`config.mk`:
```
export PLATFORM = sky130hd
export DESIGN_NAME = primitive_root_of_unity_search
export DESIGN_NICKNAME = d
export VERILOG_FILES = /design/src/sv/prur_pkg.sv /design/src/sv/prur_div.sv /design/src/sv/prur_datapath.sv /design/src/sv/prur_ctrl.sv /design/src/sv/primitive_root_of_unity_search.sv
export SDC_FILE = /design/constraint.sdc
export NUM_CORES = 2
export LEC_CHECK = 0
export BUFFER_PORTS_ARGS = -buffer_cell sky130_fd_sc_hd__buf_2
export CORE_ASPECT_RATIO = 0.7
export CORE_MARGIN = 2
export CORE_UTILIZATION = 40
export DETAILED_ROUTE_END_ITERATION = 10
export SKIP_CTS_REPAIR_TIMING = 1
export SLEW_MARGIN = 20
export SYNTH_ARGS = -nofsm -noshare
export SYNTH_HDL_FRONTEND = slang
export SYNTH_SLANG_ARGS = --single-unit
```
`constraint.sdc`:
```
create_clock -name clk -period 21.2 [get_ports clk]
set_clock_uncertainty 0.1 [all_clocks]
set_input_delay 2.12 -clock clk [delete_from_list [all_inputs] [get_ports clk]]
set_output_delay 2.12 -clock clk [all_outputs]
set_load 0.1 [all_outputs]
```
`src/sv/prur_pkg.sv`:
```
// Shared command and status types for the root-of-unity search block.
`default_nettype none
package prur_pkg;

    localparam int unsigned FIELD_WIDTH = 15;

    typedef enum logic [4:0] {
        CMD_NONE,
        CMD_LOAD,
        CMD_DIV_PRE,
        CMD_C_INIT,
        CMD_C_INC,
        CMD_POW_N,
        CMD_POW_QUO,
        CMD_POW_I,
        CMD_MUL_AB,
        CMD_MUL_BB,
        CMD_DIV_PROD,
        CMD_WR_ACC,
        CMD_WR_B,
        CMD_I_INIT,
        CMD_I_INC,
        CMD_DIV_NI,
        CMD_RES_FOUND,
        CMD_RES_NONE
    } cmd_t;

    typedef struct packed {
        logic div_done;
        logic rem_zero;
        logic e_zero;
        logic e_lsb;
        logic acc_one;
        logic isq_gt_n;
        logic c_ge_q;
        logic n_zero;
        logic q_lt2;
        logic i_eq_n;
    } status_t;

endpackage
`default_nettype wire

```
`src/sv/prur_div.sv`:
```
// Restoring shift-subtract divider, one quotient bit per cycle.
`default_nettype none
module prur_div #(
    parameter int unsigned W = 16
) (
    input  wire logic           clk,
    input  wire logic           rst_n,
    input  wire logic           start,
    input  wire logic [2*W-1:0] dividend,
    input  wire logic [W-1:0]   divisor,
    output logic                done,
    output logic [2*W-1:0]      quotient,
    output logic [W-1:0]        remainder
);

    localparam int unsigned CW = $clog2(2 * W);

    logic           busy_reg;
    logic           done_reg;
    logic [CW-1:0]  cnt_reg;
    logic [2*W-1:0] dq_reg;
    logic [W-1:0]   rem_reg;
    logic [W-1:0]   div_reg;
    logic [W:0]     trial;
    logic           ge;
    logic [W:0]     diff;

    assign trial = {rem_reg, dq_reg[2*W-1]};
    assign ge    = trial >= {1'b0, div_reg};
    assign diff  = trial - {1'b0, div_reg};

    always_ff @(posedge clk or negedge rst_n) begin
        if (!rst_n) begin
            busy_reg <= 1'b0;
            done_reg <= 1'b0;
            cnt_reg  <= '0;
        end
        else if (start) begin
            busy_reg <= 1'b1;
            done_reg <= 1'b0;
            cnt_reg  <= '0;
        end
        else if (busy_reg) begin
            cnt_reg <= cnt_reg + 1'b1;
            if (cnt_reg == CW'(2 * W - 1)) begin
                busy_reg <= 1'b0;
                done_reg <= 1'b1;
            end
        end
        else begin
            done_reg <= 1'b0;
        end
    end

    always_ff @(posedge clk) begin
        if (start) begin
            dq_reg  <= dividend;
            rem_reg <= '0;
            div_reg <= divisor;
        end
        else if (busy_reg) begin
            rem_reg <= ge ? diff[W-1:0] : trial[W-1:0];
            dq_reg  <= {dq_reg[2*W-2:0], ge};
        end
    end

    assign done      = done_reg;
    assign quotient  = dq_reg;
    assign remainder = rem_reg;

`ifndef SYNTHESIS
    a_start_busy: assert property (@(posedge clk) disable iff (!rst_n)
        start |=> busy_reg && !done_reg)
        else $error("divider not busy after start");
    a_done_idle: assert property (@(posedge clk) disable iff (!rst_n)
        done_reg |-> !busy_reg)
        else $error("divider done while busy");
    a_done_pulse: assert property (@(posedge clk) disable iff (!rst_n)
        done_reg && !start |=> !done_reg)
        else $error("divider done held");
`endif

endmodule
`default_nettype wire

```
`src/sv/prur_datapath.sv`:
```
// Datapath: operand registers, multiplier, divider and result registers.
`default_nettype none
module prur_datapath #(
    parameter int unsigned W = 16
) (
    input  wire logic                         clk,
    input  wire logic                         rst_n,
    input  wire logic [prur_pkg::FIELD_WIDTH-1:0] order,
    input  wire logic [prur_pkg::FIELD_WIDTH-1:0] modulus,
    input  wire prur_pkg::cmd_t               cmd,
    output prur_pkg::status_t                 status,
    output logic [prur_pkg::FIELD_WIDTH-1:0]  root,
    output logic                              found
);

    localparam int unsigned FW = prur_pkg::FIELD_WIDTH;

    logic [W-1:0]   order_v;
    logic [W-1:0]   modulus_v;
    logic [W-1:0]   n_reg;
    logic [W-1:0]   q_reg;
    logic [W-1:0]   c_reg;
    logic [W-1:0]   i_reg;
    logic [W-1:0]   e_reg;
    logic [W-1:0]   acc_reg;
    logic [W-1:0]   b_reg;
    logic [2*W-1:0] prod_reg;
    logic [FW-1:0]  root_reg;
    logic           found_reg;
    logic [FW-1:0]  c_field;
    logic [2*W-1:0] isq;
    logic           div_start;
    logic [2*W-1:0] dividend;
    logic [W-1:0]   divisor;
    logic           div_done;
    logic [2*W-1:0] quotient;
    logic [W-1:0]   remainder;

    if (W >= FW) begin : g_wide
        assign order_v   = W'(order);
        assign modulus_v = W'(modulus);
        assign c_field   = c_reg[FW-1:0];
    end
    else begin : g_narrow
        assign order_v   = order[W-1:0];
        assign modulus_v = modulus[W-1:0];
        assign c_field   = FW'(c_reg);
    end

    always_comb begin
        div_start = 1'b0;
        dividend  = prod_reg;
        divisor   = q_reg;
        unique case (cmd)
            prur_pkg::CMD_DIV_PRE: begin
                div_start = 1'b1;
                dividend  = (2*W)'(q_reg - 1'b1);
                divisor   = n_reg;
            end
            prur_pkg::CMD_DIV_NI: begin
                div_start = 1'b1;
                dividend  = (2*W)'(n_reg);
                divisor   = i_reg;
            end
            prur_pkg::CMD_DIV_PROD: begin
                div_start = 1'b1;
            end
            default: begin
                div_start = 1'b0;
            end
        endcase
    end

    prur_div #(.W(W)) u_div (
        .clk       (clk),
        .rst_n     (rst_n),
        .start     (div_start),
        .dividend  (dividend),
        .divisor   (divisor),
        .done      (div_done),
        .quotient  (quotient),
        .remainder (remainder)
    );

    assign isq = i_reg * i_reg;

    always_ff @(posedge clk) begin
        unique case (cmd)
            prur_pkg::CMD_LOAD: begin
                n_reg <= order_v;
                q_reg <= modulus_v;
            end
            prur_pkg::CMD_C_INIT:  c_reg <= W'(2);
            prur_pkg::CMD_C_INC:   c_reg <= c_reg + 1'b1;
            prur_pkg::CMD_I_INIT:  i_reg <= W'(2);
            prur_pkg::CMD_I_INC:   i_reg <= i_reg + 1'b1;
            prur_pkg::CMD_POW_N: begin
                e_reg   <= n_reg;
                acc_reg <= W'(1);
                b_reg   <= c_reg;
            end
            prur_pkg::CMD_POW_QUO: begin
                e_reg   <= quotient[W-1:0];
                acc_reg <= W'(1);
                b_reg   <= c_reg;
            end
            prur_pkg::CMD_POW_I: begin
                e_reg   <= i_reg;
                acc_reg <= W'(1);
                b_reg   <= c_reg;
            end
            prur_pkg::CMD_MUL_AB:  prod_reg <= acc_reg * b_reg;
            prur_pkg::CMD_MUL_BB:  prod_reg <= b_reg * b_reg;
            prur_pkg::CMD_WR_ACC:  acc_reg <= remainder;
            prur_pkg::CMD_WR_B: begin
                b_reg <= remainder;
                e_reg <= e_reg >> 1;
            end
            prur_pkg::CMD_RES_FOUND: begin
                root_reg  <= c_field;
                found_reg <= 1'b1;
            end
            prur_pkg::CMD_RES_NONE: begin
                root_reg  <= '0;
                found_reg <= 1'b0;
            end
            default: begin
            end
        endcase
    end

    assign status.div_done = div_done;
    assign status.rem_zero = remainder == '0;
    assign status.e_zero   = e_reg == '0;
    assign status.e_lsb    = e_reg[0];
    assign status.acc_one  = acc_reg == W'(1);
    assign status.isq_gt_n = isq > (2*W)'(n_reg);
    assign status.c_ge_q   = c_reg >= q_reg;
    assign status.n_zero   = n_reg == '0;
    assign status.q_lt2    = q_reg < W'(2);
    assign status.i_eq_n   = i_reg == n_reg;

    assign root  = root_reg;
    assign found = found_reg;

endmodule
`default_nettype wire

```
`src/sv/prur_ctrl.sv`:
```
// Controller: sequences the candidate, divisor and exponent loops.
`default_nettype none
module prur_ctrl (
    input  wire logic              clk,
    input  wire logic              rst_n,
    input  wire logic              in_valid,
    output logic                   in_stall,
    output logic                   out_valid,
    input  wire logic              out_stall,
    input  wire prur_pkg::status_t status,
    output prur_pkg::cmd_t         cmd
);

    typedef enum logic [4:0] {
        S_IDLE, S_PRE, S_PRE_WAIT, S_CAND, S_POW, S_DIVA, S_WAITA, S_MULB,
        S_DIVB, S_WAITB, S_POW_END, S_ILOOP, S_IWAIT, S_INEXT, S_NEXTC,
        S_FIN_F, S_FIN_N
    } state_t;

    typedef enum logic [1:0] {
        PK_N, PK_QUO, PK_I
    } pow_kind_t;

    state_t    state_reg, state_next;
    pow_kind_t kind_reg, kind_next;
    logic      out_valid_reg, out_valid_next;
    logic      out_free;

    assign out_free = !out_valid_reg || !out_stall;

    always_comb begin
        state_next     = state_reg;
        kind_next      = kind_reg;
        cmd            = prur_pkg::CMD_NONE;
        out_valid_next = out_valid_reg && out_stall;
        unique case (state_reg)
            S_IDLE: begin
                if (in_valid) begin
                    cmd        = prur_pkg::CMD_LOAD;
                    state_next = S_PRE;
                end
            end
            S_PRE: begin
                if (status.n_zero || status.q_lt2) begin
                    state_next = S_FIN_N;
                end
                else begin
                    cmd        = prur_pkg::CMD_DIV_PRE;
                    state_next = S_PRE_WAIT;
                end
            end
            S_PRE_WAIT: begin
                if (status.div_done) begin
                    if (!status.rem_zero) begin
                        state_next = S_FIN_N;
                    end
                    else begin
                        cmd        = prur_pkg::CMD_C_INIT;
                        state_next = S_CAND;
                    end
                end
            end
            S_CAND: begin
                if (status.c_ge_q) begin
                    state_next = S_FIN_N;
                end
                else begin
                    cmd        = prur_pkg::CMD_POW_N;
                    kind_next  = PK_N;
                    state_next = S_POW;
                end
            end
            S_POW: begin
                priority if (status.e_zero) begin
                    state_next = S_POW_END;
                end
                else if (status.e_lsb) begin
                    cmd        = prur_pkg::CMD_MUL_AB;
                    state_next = S_DIVA;
                end
                else begin
                    state_next = S_MULB;
                end
            end
            S_DIVA: begin
                cmd        = prur_pkg::CMD_DIV_PROD;
                state_next = S_WAITA;
            end
            S_WAITA: begin
                if (status.div_done) begin
                    cmd        = prur_pkg::CMD_WR_ACC;
                    state_next = S_MULB;
                end
            end
            S_MULB: begin
                cmd        = prur_pkg::CMD_MUL_BB;
                state_next = S_DIVB;
            end
            S_DIVB: begin
                cmd        = prur_pkg::CMD_DIV_PROD;
                state_next = S_WAITB;
            end
            S_WAITB: begin
                if (status.div_done) begin
                    cmd        = prur_pkg::CMD_WR_B;
                    state_next = S_POW;
                end
            end
            S_POW_END: begin
                unique case (kind_reg)
                    PK_N: begin
                        if (!status.acc_one) begin
                            state_next = S_NEXTC;
                        end
                        else begin
                            cmd        = prur_pkg::CMD_I_INIT;
                            state_next = S_ILOOP;
                        end
                    end
                    PK_QUO: begin
                        priority if (status.acc_one) begin
                            state_next = S_NEXTC;
                        end
                        else if (!status.i_eq_n) begin
                            cmd        = prur_pkg::CMD_POW_I;
                            kind_next  = PK_I;
                            state_next = S_POW;
                        end
                        else begin
                            state_next = S_INEXT;
                        end
                    end
                    default: begin
                        state_next = status.acc_one ? S_NEXTC : S_INEXT;
                    end
                endcase
            end
            S_ILOOP: begin
                if (status.isq_gt_n) begin
                    state_next = S_FIN_F;
                end
                else begin
                    cmd        = prur_pkg::CMD_DIV_NI;
                    state_next = S_IWAIT;
                end
            end
            S_IWAIT: begin
                if (status.div_done) begin
                    if (status.rem_zero) begin
                        // quotient n/i becomes the exponent before the divider is reused
                        cmd        = prur_pkg::CMD_POW_QUO;
                        kind_next  = PK_QUO;
                        state_next = S_POW;
                    end
                    else begin
                        state_next = S_INEXT;
                    end
                end
            end
            S_INEXT: begin
                cmd        = prur_pkg::CMD_I_INC;
                state_next = S_ILOOP;
            end
            S_NEXTC: begin
                cmd        = prur_pkg::CMD_C_INC;
                state_next = S_CAND;
            end
            S_FIN_F: begin
                if (out_free) begin
                    cmd            = prur_pkg::CMD_RES_FOUND;
                    out_valid_next = 1'b1;
                    state_next     = S_IDLE;
                end
            end
            S_FIN_N: begin
                if (out_free) begin
                    cmd            = prur_pkg::CMD_RES_NONE;
                    out_valid_next = 1'b1;
                    state_next     = S_IDLE;
                end
            end
            default: begin
                state_next = S_IDLE;
            end
        endcase
    end

    always_ff @(posedge clk or negedge rst_n) begin
        if (!rst_n) begin
            state_reg     <= S_IDLE;
            kind_reg      <= PK_N;
            out_valid_reg <= 1'b0;
        end
        else begin
            state_reg     <= state_next;
            kind_reg      <= kind_next;
            out_valid_reg <= out_valid_next;
        end
    end

    assign in_stall  = state_reg != S_IDLE;
    assign out_valid = out_valid_reg;

`ifndef SYNTHESIS
    a_res_free: assert property (@(posedge clk) disable iff (!rst_n)
        (cmd == prur_pkg::CMD_RES_FOUND || cmd == prur_pkg::CMD_RES_NONE)
        |-> !(out_valid_reg && out_stall))
        else $error("result overwrites pending transfer");
    a_res_valid: assert property (@(posedge clk) disable iff (!rst_n)
        (cmd == prur_pkg::CMD_RES_FOUND || cmd == prur_pkg::CMD_RES_NONE)
        |=> out_valid_reg && state_reg == S_IDLE)
        else $error("result written without valid");
    a_load_idle: assert property (@(posedge clk) disable iff (!rst_n)
        cmd == prur_pkg::CMD_LOAD |=> state_reg == S_PRE)
        else $error("load did not start search");
`endif

endmodule
`default_nettype wire

```
`src/sv/primitive_root_of_unity_search.sv`:
```
// Top level: primitive n-th root of unity search modulo q.
// Input channel (in_valid/in_stall) transfers order n and modulus q; the
// output channel (out_valid/out_stall) transfers root and found, one result
// per input item. in_stall is low only while the controller is idle, so one
// item is searched at a time. A finished result sits in the output register
// while the next item is taken in; a new result waits only if the previous
// one is still stalled.
// Latency is data dependent. Every modular product is a multiply into the
// product register followed by a shift-subtract division by q; a power c^e
// costs up to two products per exponent bit. Each candidate needs one power
// of n plus up to two powers for each divisor pair found by trial division
// (each trial division uses the same divider). The shared divider sets the
// rate. An item rejected by the n | q-1 test gets its result after that one
// trial division, with no power computed.
// Reset clears the controller and output valid; no clearing pass is needed.
`default_nettype none
module primitive_root_of_unity_search #(
    parameter int unsigned VALUE_WIDTH = 16
) (
    input  wire logic                             clk,
    input  wire logic                             rst_n,
    input  wire logic                             in_valid,
    output logic                                  in_stall,
    input  wire logic [prur_pkg::FIELD_WIDTH-1:0] order,
    input  wire logic [prur_pkg::FIELD_WIDTH-1:0] modulus,
    output logic                                  out_valid,
    input  wire logic                             out_stall,
    output logic [prur_pkg::FIELD_WIDTH-1:0]      root,
    output logic                                  found
);

    prur_pkg::cmd_t    cmd;
    prur_pkg::status_t status;

    prur_ctrl u_ctrl (
        .clk       (clk),
        .rst_n     (rst_n),
        .in_valid  (in_valid),
        .in_stall  (in_stall),
        .out_valid (out_valid),
        .out_stall (out_stall),
        .status    (status),
        .cmd       (cmd)
    );

    prur_datapath #(.W(VALUE_WIDTH)) u_dp (
        .clk     (clk),
        .rst_n   (rst_n),
        .order   (order),
        .modulus (modulus),
        .cmd     (cmd),
        .status  (status),
        .root    (root),
        .found   (found)
    );

endmodule
`default_nettype wire
```
# Word level (Yosys, flattened, before mapping)
# Index checks and enable logic that the tools add are counted.
# totals
register_bits	237
input_bits	34
output_inout_bits	18
wordCells	175
# classes
n_addsub	5
n_mul	3
magnitude_cmp	4
eq_ne	49
n_mux	69
reduce_logical	26
# op_table
cell	count
16-bit one-hot mux with 2 select lines	5
5-bit one-hot mux with 16 select lines	2
32-bit one-hot mux with 2 select lines	2
16-bit by 16-bit multiplier with 32-bit output	3
5-bit 2-to-1 mux	19
5-bit by 4-bit == test with 1-bit output (second input constant)	16
32-bit 2-to-1 mux	2
16-bit one-hot mux with 4 select lines	1
16-bit zero test	3
5-bit by 3-bit == test with 1-bit output (second input constant)	8
16-bit by 1-bit adder with 16-bit output (second input constant)	2
32-bit by 15-bit greater-than comparator with 1-bit output	1
15-bit one-hot mux with 2 select lines	1
4-bit 2-to-1 mux	7
2-bit 2-to-1 mux	11
5-bit by 2-bit == test with 1-bit output (second input constant)	4
5-bit == test (second input constant)	4
5-bit one-hot mux with 2 select lines	2
17-bit by 16-bit greater-or-equal comparator with 1-bit output	1
16-bit by 1-bit == test with 1-bit output (second input constant)	1
16-bit by 15-bit == test with 1-bit output	1
16-bit by 15-bit greater-or-equal comparator with 1-bit output	1
16-bit 2-to-1 mux	1
15-bit by 1-bit subtractor with 16-bit output (second input constant)	1
25 further kinds	57

# Logic depth before layout (Yosys ltp)
# depth
word_depth	9
mapped_depth	36
depth_no_buf	31

# Cells and area by module
# A second synthesis with hierarchy kept.
# unflattened
hier_cells	3900
hier_area_um2	36379.9
# modules_own_cells
module	instances	cells_each	area_per_inst_um2	seq_area_each_um2
prur_datapath	1	3444	31602.8	4744.6
prur_div	1	315	3738.6	1936.9
prur_ctrl	1	141	1038.5	200.2

# Worst setup path after synthesis
# OpenSTA, ideal clock, no wires.
# synth_path
path_type	reg-to-reg
startpoint	reg u_dp.i_reg[9]
endpoint	reg u_dp.u_div.dq_reg[0], in the netlist u_dp.u_div.quotient[0] (enable)
setup_time_ps	389
arrival_time_ps	8026
setup_slack_ps	12685
stages_incl_launch_ff	31
path_buffers	4
path_cell_list	edfxtp_1 -> clkbuf_1 -> clkbuf_1 -> nand2_1 -> fa_1 -> fa_1 -> inv_1 -> fa_1 -> fa_1 -> fa_1 -> inv_1 -> fa_1 -> inv_1 -> ha_1 -> clkbuf_1 -> a21oi_1 -> o21ai_0 -> nor2_1 -> xnor2_1 -> ha_1 -> a21o_1 -> a21oi_1 -> nor2b_1 -> o2111ai_1 -> a21o_1 -> nand4b_1 -> a2111oi_0 -> and4_1 -> buf_2 -> a21oi_2 -> nand2_1
# synth_via
elab_chain_len	9
word_cells_on_any_way	14
# synth_lines
item	line_no	source
from (decl)	prur_datapath.sv:23	logic [W-1:0] i_reg;
from (signal assigned)	prur_datapath.sv:96	prur_pkg::CMD_I_INC: i_reg <= i_reg + 1'b1;
branches (longest 4 deep; another with 16-bit by 16-bit multiplier with 32-bit output)	--	
5-bit one-hot mux with 16 select lines (*)	prur_ctrl.sv:36	unique case (state_reg)
5-bit by 2-bit == test with 1-bit output / 5-bit by 4-bit == test with 1-bit output (equally long branches)	prur_datapath.sv:54	unique case (cmd)
3-bit OR reduction (no line) (*)	--	
1-bit 2-to-1 mux (*)	prur_datapath.sv:54	
2-bit nonzero test (no line) (*)	--	
to (signal assigned)	prur_div.sv:57	dq_reg <= dividend;
to (signal assigned)	prur_div.sv:63	dq_reg <= {dq_reg[2*W-2:0], ge};
to (decl)	prur_div.sv:21	logic [2*W-1:0] dq_reg;
# Every way passes the cells marked *.
# A chain may end at the register's enable or synchronous reset.

# Final worst setup path
# layout_path
startpoint	reg u_dp.i_reg[6]
endpoint	reg u_dp.u_div.div_reg[9] (enable)
# layout_via
elab_chain_len	8
word_cells_on_any_way	13
# layout_lines
item	line_no	source
branches (longest 4 deep; another with 16-bit by 16-bit multiplier with 32-bit output)	--	
5-bit one-hot mux with 16 select lines (*)	prur_ctrl.sv:36	
5-bit by 2-bit == test with 1-bit output / 5-bit by 4-bit == test with 1-bit output (equally long branches)	prur_datapath.sv:54	
3-bit OR reduction (no line) (*)	--	
1-bit 2-to-1 mux (*)	prur_datapath.sv:54	
to (signal assigned)	prur_div.sv:59	div_reg <= divisor;
to (decl)	prur_div.sv:23	logic [W-1:0] div_reg;
# Marks and branches as above.

==> results.yml <==
yosys:
  synth_seq_cells: 237
  netlist.area_leader.share: 0.2919
  synth_compound_area_frac: 0.1015
  synth_edf_count: 206
  synth_ff_type: "edfxtp_1"
  syn_inst: 3863
  synthMuxAreaShare: 0.008999
  synth_top_family_by_area: "adder cells"
  synth_warnings: 0
  synth_fa_ha_area_frac: 0.4162
  synth-simple-area-share: 0.1471
  syn-num-nets: 4773
  synthArstFlopShare: 0.06329
  yosys-top-cells-count: "750 x inv_1, 521 x fa_1, 458 x nand2_1"
  yosys.cell_types.count: 79
  synth_top_area_cell: "fa_1"
  syn_area_mm2: 0.03573
  synth_area_leaders: "fa_1 29%, edfxtp_1 17%, ha_1 12%"
  yosysMostFrequentCell: "inv_1"
  yosysSeqAreaShare: 0.1926
  yosys.area_share.xor_xnor: 0.03530
  avgSynthCellArea_um2: 9.250
power_and_ir_drop:
  p_int_w: 0.002364
  combPwrFrac: 0.726
  p_per_area_mw_per_mm2: 122.5
  swShare: 0.4959
  p_leak_nw: 17.80
  p_total_w: 0.004689
  ir_drop_mv: 0.1944
  power.switching_w: 0.002325
  share_seq_of_total_power: 0.161
  p_clk_frac: 0.113
route:
  drt-initial-drc-count: 2289
  wl_per_cell_um: 20.37
  vias: 27040
  antenna_left: 0
  dr.pass1.iters: 7
  routed_wl_um: 102100
  vias_per_cell: 5.396
  drc: 0
timing:
  max_freq_ghz: 0.1007
  setup_viol: 0
  worst_slack_ps: 11260
  min_period_ps: 9935
  tightest_slew_ps: 1114
  hold_viol_final: 0
  rsz0062_at_grt: "false"
  whs_ps: 450.8
  relSlewSlack: 0.2570
  finalCritPeriodShare: 0.4687
  drv_slew: 0
  fin_setup_tns_ps: 0
floorplan:
  die_height_um: 254.1
  initial_core_util: 0.4049
  die-width_um: 361.2
  io_pins: 52
  die_area_mm2: 0.09178
  coreArea_mm2: 0.08824
  placementRows: 91
placement:
  portBuffers: 51
  pre_cts_ws_ps: 11420
  gp_congestion: 0.9484
  dp_hpwl_um: 79820
global_routing:
  grt_max_degree: 48
  grt_pass1_vias: 27300
  grt_use_total: 0.2269
  antenna_found_initial: 5
  grt_overflow: 0
  grt_pass1_wl_um: 161100
finish:
  layout-drive-gt1-share: 0.05280
  syn_to_final_growth_pct: 7.077
  nets: 4733
  seq_area_mm2: 0.006882
  fill_cells: 8599
  final_util: 0.4336
  multiInputGateArea_mm2: 0.02540
clocking:
  clk_latency_ps: 590
  cts_tree: "built"
  clkTransAtPathRegs_ps: 60
  cts_buffer_depth: 3
  cts.root.buffer_cell: "clkbuf_16"
  htreeDepth: 1
  cts_buffers: 28
  cts.sinks: 237
job:
  maxCapViolCount: 0
critical_path:
  cp.arrival_ps: 10050
  worstSetupEndpointType: "flop"
  cp_max_fo: 47
  cp_top_family: "adder cells"
  critPathBufInv: 5
  slowest_delay_ps: 1080
  worstSetupPathType: "flop to flop"
  worst_setup_path_start_kind: "flop"
  required_ps: 21310
  crit_top_cell: "fa_1"
  crit_slowest_cell: "edfxtp_1"
worst_hold_path:
  hold_path_class: "flop to flop"
run_status:
  outcome: "finished, final reports clean"
-- layout by cell type, fill, tap and decap left out, types with 16 or more instances in the layout --
| master | n |
|---|---|
| a211oi_1 | 27 |
| a21o_1 | 45 |
| a21oi_1 | 146 |
| and2_1 | 208 |
| buf_2 | 51 |
| buf_4 | 55 |
| clkbuf_16 | 28 |
| dfxtp_1 | 16 |
| edfxtp_1 | 206 |
| fa_1 | 521 |
| ha_1 | 355 |
| inv_1 | 750 |
| mux2_2 | 17 |
| nand2_1 | 458 |
| nand2b_1 | 27 |
| nand3_1 | 45 |
| nand4_1 | 43 |
| nor2_1 | 198 |
| nor2b_1 | 17 |
| nor3_1 | 29 |
| nor4_1 | 22 |
| o211ai_1 | 18 |
| o21a_1 | 30 |
| o21ai_0 | 90 |
| o221ai_1 | 31 |
| or3_1 | 16 |
| xnor2_1 | 88 |
| xor2_1 | 56 |
-- kinds of logic (layout without fill, tap and decap cells) --
group	count (synthesis)	count (layout)
simple gates	1112	1112
mux	30	30
other cells	0	3
fa+ha+maj	876	876
xor+xnor	144	144
compound gates	535	535
flops	237	237
buf+inv	929	911
-- tightest hold or removal path, stage by stage, from the launching register on --
cell and delay, ps:
dfrtp_1 350, mux2i_1 70, nor2_1 80
-- layout make-up --
type                       instances  area share
antenna                            3   0.0001962
clock buffer                      38     0.02086
clock inverter                    14    0.005886
inverter                         753     0.07387
multi-input combinational       2697      0.6639
sequential                       237      0.1799
tap                             1162     0.03800
timing repair buffer             106     0.01746
-- through the flow --
stage                     cells  instance area (um^2)
after floorplan            3863                 35730
final                      5010                 38260
after CTS                  5007                 38250
after detailed placement   4955                 37230
after global routing       5008                 38260
after global placement     4955                 37230
-- path summary, 6_finish.rpt --
kind	slack, ps	from	depth (start not counted)	end
max reg2reg	11260	u_dp.i_reg[6]	26	u_dp.u_div.div_reg[9]
max	11260	u_dp.i_reg[6]	26	u_dp.u_div.div_reg[9]
min in group asynchronous	1350	rst_n	1	u_dp.u_div.busy_reg
min	450	u_dp.u_div.cnt_reg[4]	2	u_dp.u_div.cnt_reg[4]
max in group asynchronous	19370	rst_n	1	u_ctrl.kind_reg[0]
min reg2reg	450	u_dp.u_div.cnt_reg[4]	2	u_dp.u_div.cnt_reg[4]
-- power by group through the flow --
stage | Clock, W | Combinational (W) | Sequential [W]
floorplan | 0 | 0.00261 | 0.000741
global placement | 0 | 0.00334 | 0.000760
detailed placement | 0 | 0.00336 | 0.000758
CTS | 0.000536 | 0.00339 | 0.000751
global route | 0.000554 | 0.00388 | 0.000761
finish | 0.000530 | 0.00340 | 0.000755
-- per-layer routing --
| metal | part of all wire | routed length, um | up-vias | global-route usage |
|---|---|---|---|---|
| met4 | 0.017 | 1766 | 4 | 0.03610 |
| li1 | - | - | 12430 | - |
| met3 | 0.10 | 10610 | 119 | 0.06625 |
| met5 | 0.00021 | 21 | - | 0 |
| met1 | 0.48 | 48520 | 13460 | 0.3410 |
| met2 | 0.40 | 41160 | 1028 | 0.3253 |
(Power assumes the default switching activity.)
